===== src/sv/bba_pkg.sv =====
package bba_pkg;

	localparam int MAX_BLOCKS = 32768;
	localparam int WORD_BITS  = 32;
	localparam int NUM_WORDS  = (MAX_BLOCKS + WORD_BITS - 1) / WORD_BITS;
	localparam int ADDR_W     = $clog2(NUM_WORDS);
	localparam int BIT_W      = $clog2(WORD_BITS);
	localparam int BLK_W      = ADDR_W + BIT_W;
	localparam int LIM_W      = $clog2(MAX_BLOCKS + 1);

	localparam int FUNC_W     = 2;
	localparam int ID_W       = 15;
	localparam int FDB_W      = 15;
	localparam int TOT_W      = 16;
	localparam int RB_W       = 15;
	localparam int OUT_W      = 2;
	localparam int CFG_IDX_W  = 1;
	localparam int CFG_DATA_W = 16;
	localparam int CMP_W      = (TOT_W > LIM_W ? TOT_W : LIM_W) + 1;

	localparam logic [FDB_W-1:0] FDB_RESET = FDB_W'(12);
	localparam logic [TOT_W-1:0] TOT_RESET = TOT_W'(32768);

	typedef enum logic [FUNC_W-1:0] {
		FN_ALLOC = 2'd0,
		FN_FREE  = 2'd1,
		FN_QUERY = 2'd2,
		FN_NONE  = 2'd3
	} func_t;

	typedef enum logic [OUT_W-1:0] {
		OC_OK        = 2'd0,
		OC_FULL      = 2'd1,
		OC_RANGE     = 2'd2,
		OC_NOT_ALLOC = 2'd3
	} outcome_t;

	typedef enum logic [CFG_IDX_W-1:0] {
		REG_FIRST_DATA = 1'd0,
		REG_TOTAL      = 1'd1
	} reg_idx_t;

	typedef struct packed {
		logic clr;
		logic take;
		logic scan;
		logic fin_empty;
		logic fin_alloc;
		logic fin_fq;
		logic load;
	} cmd_t;

	typedef struct packed {
		logic clr_last;
		logic empty;
		logic hit;
		logic last_word;
		logic out_free;
	} sts_t;

endpackage


===== src/sv/bba_ctrl.sv =====
module bba_ctrl (
	input  logic                       clk,
	input  logic                       arst_n,
	input  logic                       in_valid,
	input  logic [bba_pkg::FUNC_W-1:0] func,
	output logic                       in_stall,
	input  bba_pkg::sts_t              sts,
	output bba_pkg::cmd_t              cmd
);
	import bba_pkg::*;

	typedef enum logic [4:0] {
		ST_CLEAR = 5'b00001,
		ST_IDLE  = 5'b00010,
		ST_CHECK = 5'b00100,
		ST_SCAN  = 5'b01000,
		ST_DONE  = 5'b10000
	} state_t;

	state_t state_q, state_d;
	logic   accept;

	assign in_stall = (state_q != ST_IDLE);
	assign accept   = in_valid && (state_q == ST_IDLE);

	always_comb begin
		state_d = state_q;
		cmd     = '0;
		unique case (state_q)
			ST_CLEAR: begin
				cmd.clr = 1'b1;
				if (sts.clr_last)
					state_d = ST_IDLE;
			end
			ST_IDLE: begin
				if (accept) begin
					cmd.take = 1'b1;
					if (func_t'(func) == FN_ALLOC) begin
						if (sts.empty) begin
							cmd.fin_empty = 1'b1;
							state_d       = ST_DONE;
						end else begin
							state_d = ST_SCAN;
						end
					end else begin
						state_d = ST_CHECK;
					end
				end
			end
			ST_CHECK: begin
				cmd.fin_fq = 1'b1;
				state_d    = ST_DONE;
			end
			ST_SCAN: begin
				if (sts.hit || sts.last_word) begin
					cmd.fin_alloc = 1'b1;
					state_d       = ST_DONE;
				end else begin
					cmd.scan = 1'b1;
				end
			end
			ST_DONE: begin
				if (sts.out_free) begin
					cmd.load = 1'b1;
					state_d  = ST_IDLE;
				end
			end
			default: state_d = ST_CLEAR;
		endcase
	end

	always_ff @(posedge clk or negedge arst_n) begin
		if (!arst_n)
			state_q <= ST_CLEAR;
		else
			state_q <= state_d;
	end

endmodule


===== config.mk =====
export PLATFORM = sky130hd
export DESIGN_NAME = bba_ctrl
export DESIGN_NICKNAME = d
export VERILOG_FILES = /design/src/sv/bba_pkg.sv /design/src/sv/bba_ctrl.sv
export SDC_FILE = /design/constraint.sdc
export NUM_CORES = 1
export LEC_CHECK = 0
export BUFFER_PORTS_ARGS = -buffer_cell sky130_fd_sc_hd__buf_2
export CORE_UTILIZATION = 30
export CTS_BUF_LIST = sky130_fd_sc_hd__clkbuf_4
export DETAILED_ROUTE_END_ITERATION = 12
export PLACE_DENSITY_LB_ADDON = 0.12
export SLEW_MARGIN = 10
export SYNTH_ARGS = -nofsm -noshare
export SYNTH_HDL_FRONTEND = slang
export SYNTH_SLANG_ARGS = --single-unit

===== constraint.sdc =====
create_clock -name clk -period 2 [get_ports clk]
set_input_delay 0.4 -clock clk [delete_from_list [all_inputs] [get_ports clk]]
set_output_delay 0.4 -clock clk [all_outputs]
set_load 0.02 [all_outputs]

==> flow_metrics.tcl <==
set metrics [dict create \
    setup_tns_ns 0 \
    clkPwrFrac 0.213 \
    synth-edff-count 0 \
    hold_start "in_valid" \
    swShare 0.428 \
    min_period_ns 1.86 \
    busiest_layer "met2" \
    regMostFlops "state_q" \
    area_growth_pct 30.3 \
    start_util 0.342 \
    clock_skew_ns 0.000331 \
    final_nets 80 \
    grt-ovfl-total 0 \
    avgSynthCellArea_sq_um 8.17 \
    grt_pass1_wl_microns 1440 \
    synth_cell_type_count 27 \
    cp-end-kind "primary output" \
    ys_seq_area_frac 0.316 \
    drive_gt1_frac 0.406 \
    ios 18 \
    total_power_uw 566 \
    n_antenna_cell 0 \
    fin_crit_sh 0.928 \
    grt_usage 0.152 \
    p_sw_uw 242 \
    startpoint "state_q[3]" \
    seqPwrFrac 0.343 \
    dieWidth_microns 38.5 \
    cts_tree "built" \
    yosys-top-cells-count "nor2_1 (8), dfrtp_1 (4), inv_1 (4), nand4_1 (3), o21ai_0 (3)" \
    netlist_area_sq_um 400 \
    dp_hpwl_microns 678 \
    reg2reg_depth 4 \
    gr-usage-met3 0.0930 \
    yosysTopAreaCell "dfrtp_1" \
    routed_via_density 4.92 \
    clockRootBuffer "clkbuf_4" \
    comb_power_share 0.444 \
    syn_nets 59 \
    h-tree-depth 1 \
    synth_top_area_frac 0.250 \
    port_buffers 17 \
    tightest_slew_ns 0.297 \
    final_hold_viol_count 0 \
    p_leak_nw 0.268 \
    startpoint_type "flip-flop" \
    rsz0062_at_grt "no" \
    critPathMaxFanout 8 \
    whs_path_depth 2 \
    drt-initial-drc-count 2 \
    fp.coreArea_sq_um 1170 \
    whs_ns 0.384 \
    post_cts_buffers 0 \
    worstReg2RegEnd "state_q[0]" \
    ant_nets 0 \
    firstDrtPassIters 2 \
    cts_buffers 3 \
    globalRouteMet1Util 0.179 \
    grt_pass1_vias 361 \
    fp.dieH_microns 38.5 \
    async_flop_share 1.00 \
    largest_register_ffs 5 \
    max_cap_violations 0 \
    via_count 408 \
    gp_congestion 0.723 \
    finalSetupViolations 0 \
    powerDensity_nw_per_um2 1090 \
    drc 0 \
    synthCells 49 \
    clock-sinks 5 \
    r2r_start "state_q[0]" \
    wl_microns 872 \
    met2_usage 0.213 \
    die_area_sq_um 1480 \
    yosys_warnings 0 \
    hold_path_class "in2reg" \
    reg_top3 "state_q (5)" \
    path_clk_slew_ns 0.05 \
    yosys_most_used_dff "dfrtp_1" \
    grt_max_degree 10 \
    max_freq_ghz 0.539 \
    ys_ff_latch 5 \
    cts_buffer_depth 2 \
    synth.most_common_cell "nor2_1" \
    status "finished clean" \
    routedWlPerCell_microns 10.5 \
    slew_violations 0 \
    antenna_found_initial 0 \
    holdPathEnd "state_q[1]" \
    design_area_sq_um 522 \
    clock_latency_ns 0.25 \
    power.internal_uw 324 \
    crit_required_ns 1.60 \
    place_area_sq_um 484 \
    cp.arrival_ns 1.46 \
    relSlewSlack 0.800 \
    synth_area_leaders "dfrtp_1 (25%), nor2_1 (7.5%), dfstp_2 (6.6%)" \
    rrSetupSlack_ns 0.51 \
    worst-setup-path-type "reg2out" \
    rows 12 \
    ir_drop_v 0.000462 \
]
[cells by family (layout without fill, tap and decap cells)]
group           after synthesis  in the layout  share of synthesized area
flops                         5              5                      0.316
simple gates                 30             30                      0.478
xor+xnor                      1              1                     0.0219
compound gates                7              7                      0.100
buf+inv                       6             26                     0.0844
[critical path, cell delays in order, from the launching register on]
cell,delay (ns)
dfrtp_1,0.47
nor3_2,0.27
and3_1,0.20
and2_1,0.12
buf_2,0.15
[per-stage QoR]
stage / instances / setup WS (ns) / util
2_1_floorplan: 49 / 0.440 / -
3_3_place_gp: 78 / 0.423 / 0.413
3_5_place_dp: 78 / 0.402 / 0.413
4_1_cts: 83 / 0.133 / 0.446
5_1_grt: 83 / 0.00138 / 0.446
6_report: 83 / 0.143 / 0.446
[per-layer routing]
layer  wire (microns)  vias to the layer above
met4               17                        0
met2              341                       18
met5                0                        -
met3               71                        2
met1              443                      173
li1                 -                      215
[final cells by class]
cell class	count	area (sq um)
fillers	128	649
multi-input cells	38	240
flip-flops and latches	5	126
repair buffers	18	95.1
clock buffers	3	22.5
well taps	14	17.5
inverters	4	15.0
clock inverters	1	5.00
[how the worst max path moves through the flow]
| stage | endpoint | slack (ns) | depth (start not counted) |
|---|---|---|---|
| after detailed placement | cmd[0] | 0.40 | 4 |
| after global routing | cmd[0] | 0.001 | 4 |
| after global placement | cmd[3] | 0.42 | 4 |
| after CTS | cmd[0] | 0.13 | 4 |
| after floorplan | cmd[6] | 0.44 | 4 |
| final | cmd[0] | 0.14 | 4 |
[power by group through the flow]
stage,combinational [mW],sequential [mW],clock (mW)
2_1_floorplan,0.229,0.161,0
3_3_place_gp,0.255,0.198,0
3_5_place_dp,0.249,0.195,0
4_1_cts,0.254,0.194,0.125
5_1_grt,0.283,0.203,0.131
6_report,0.251,0.194,0.121
[repair_timing]
| action | CTS | global route |
|---|---|---|
| resized for setup | 0 | 0 |
| hold buffers | 1 | 0 |
| hold endpoints to repair | 4 | 0 |
[placed cells by master (no fill, tap or decap), drive strengths merged, types with 2 or more instances in the layout]
cell / count
nor3: 4
dfrtp: 4
nand4: 3
and3b: 2
nand2: 3
nor2: 8
nor3b: 3
o21ai: 4
inv: 4
or4: 2
buf: 17
nand3: 2
clkbuf: 3
No activity file was read; power rests on OpenSTA's default activity.
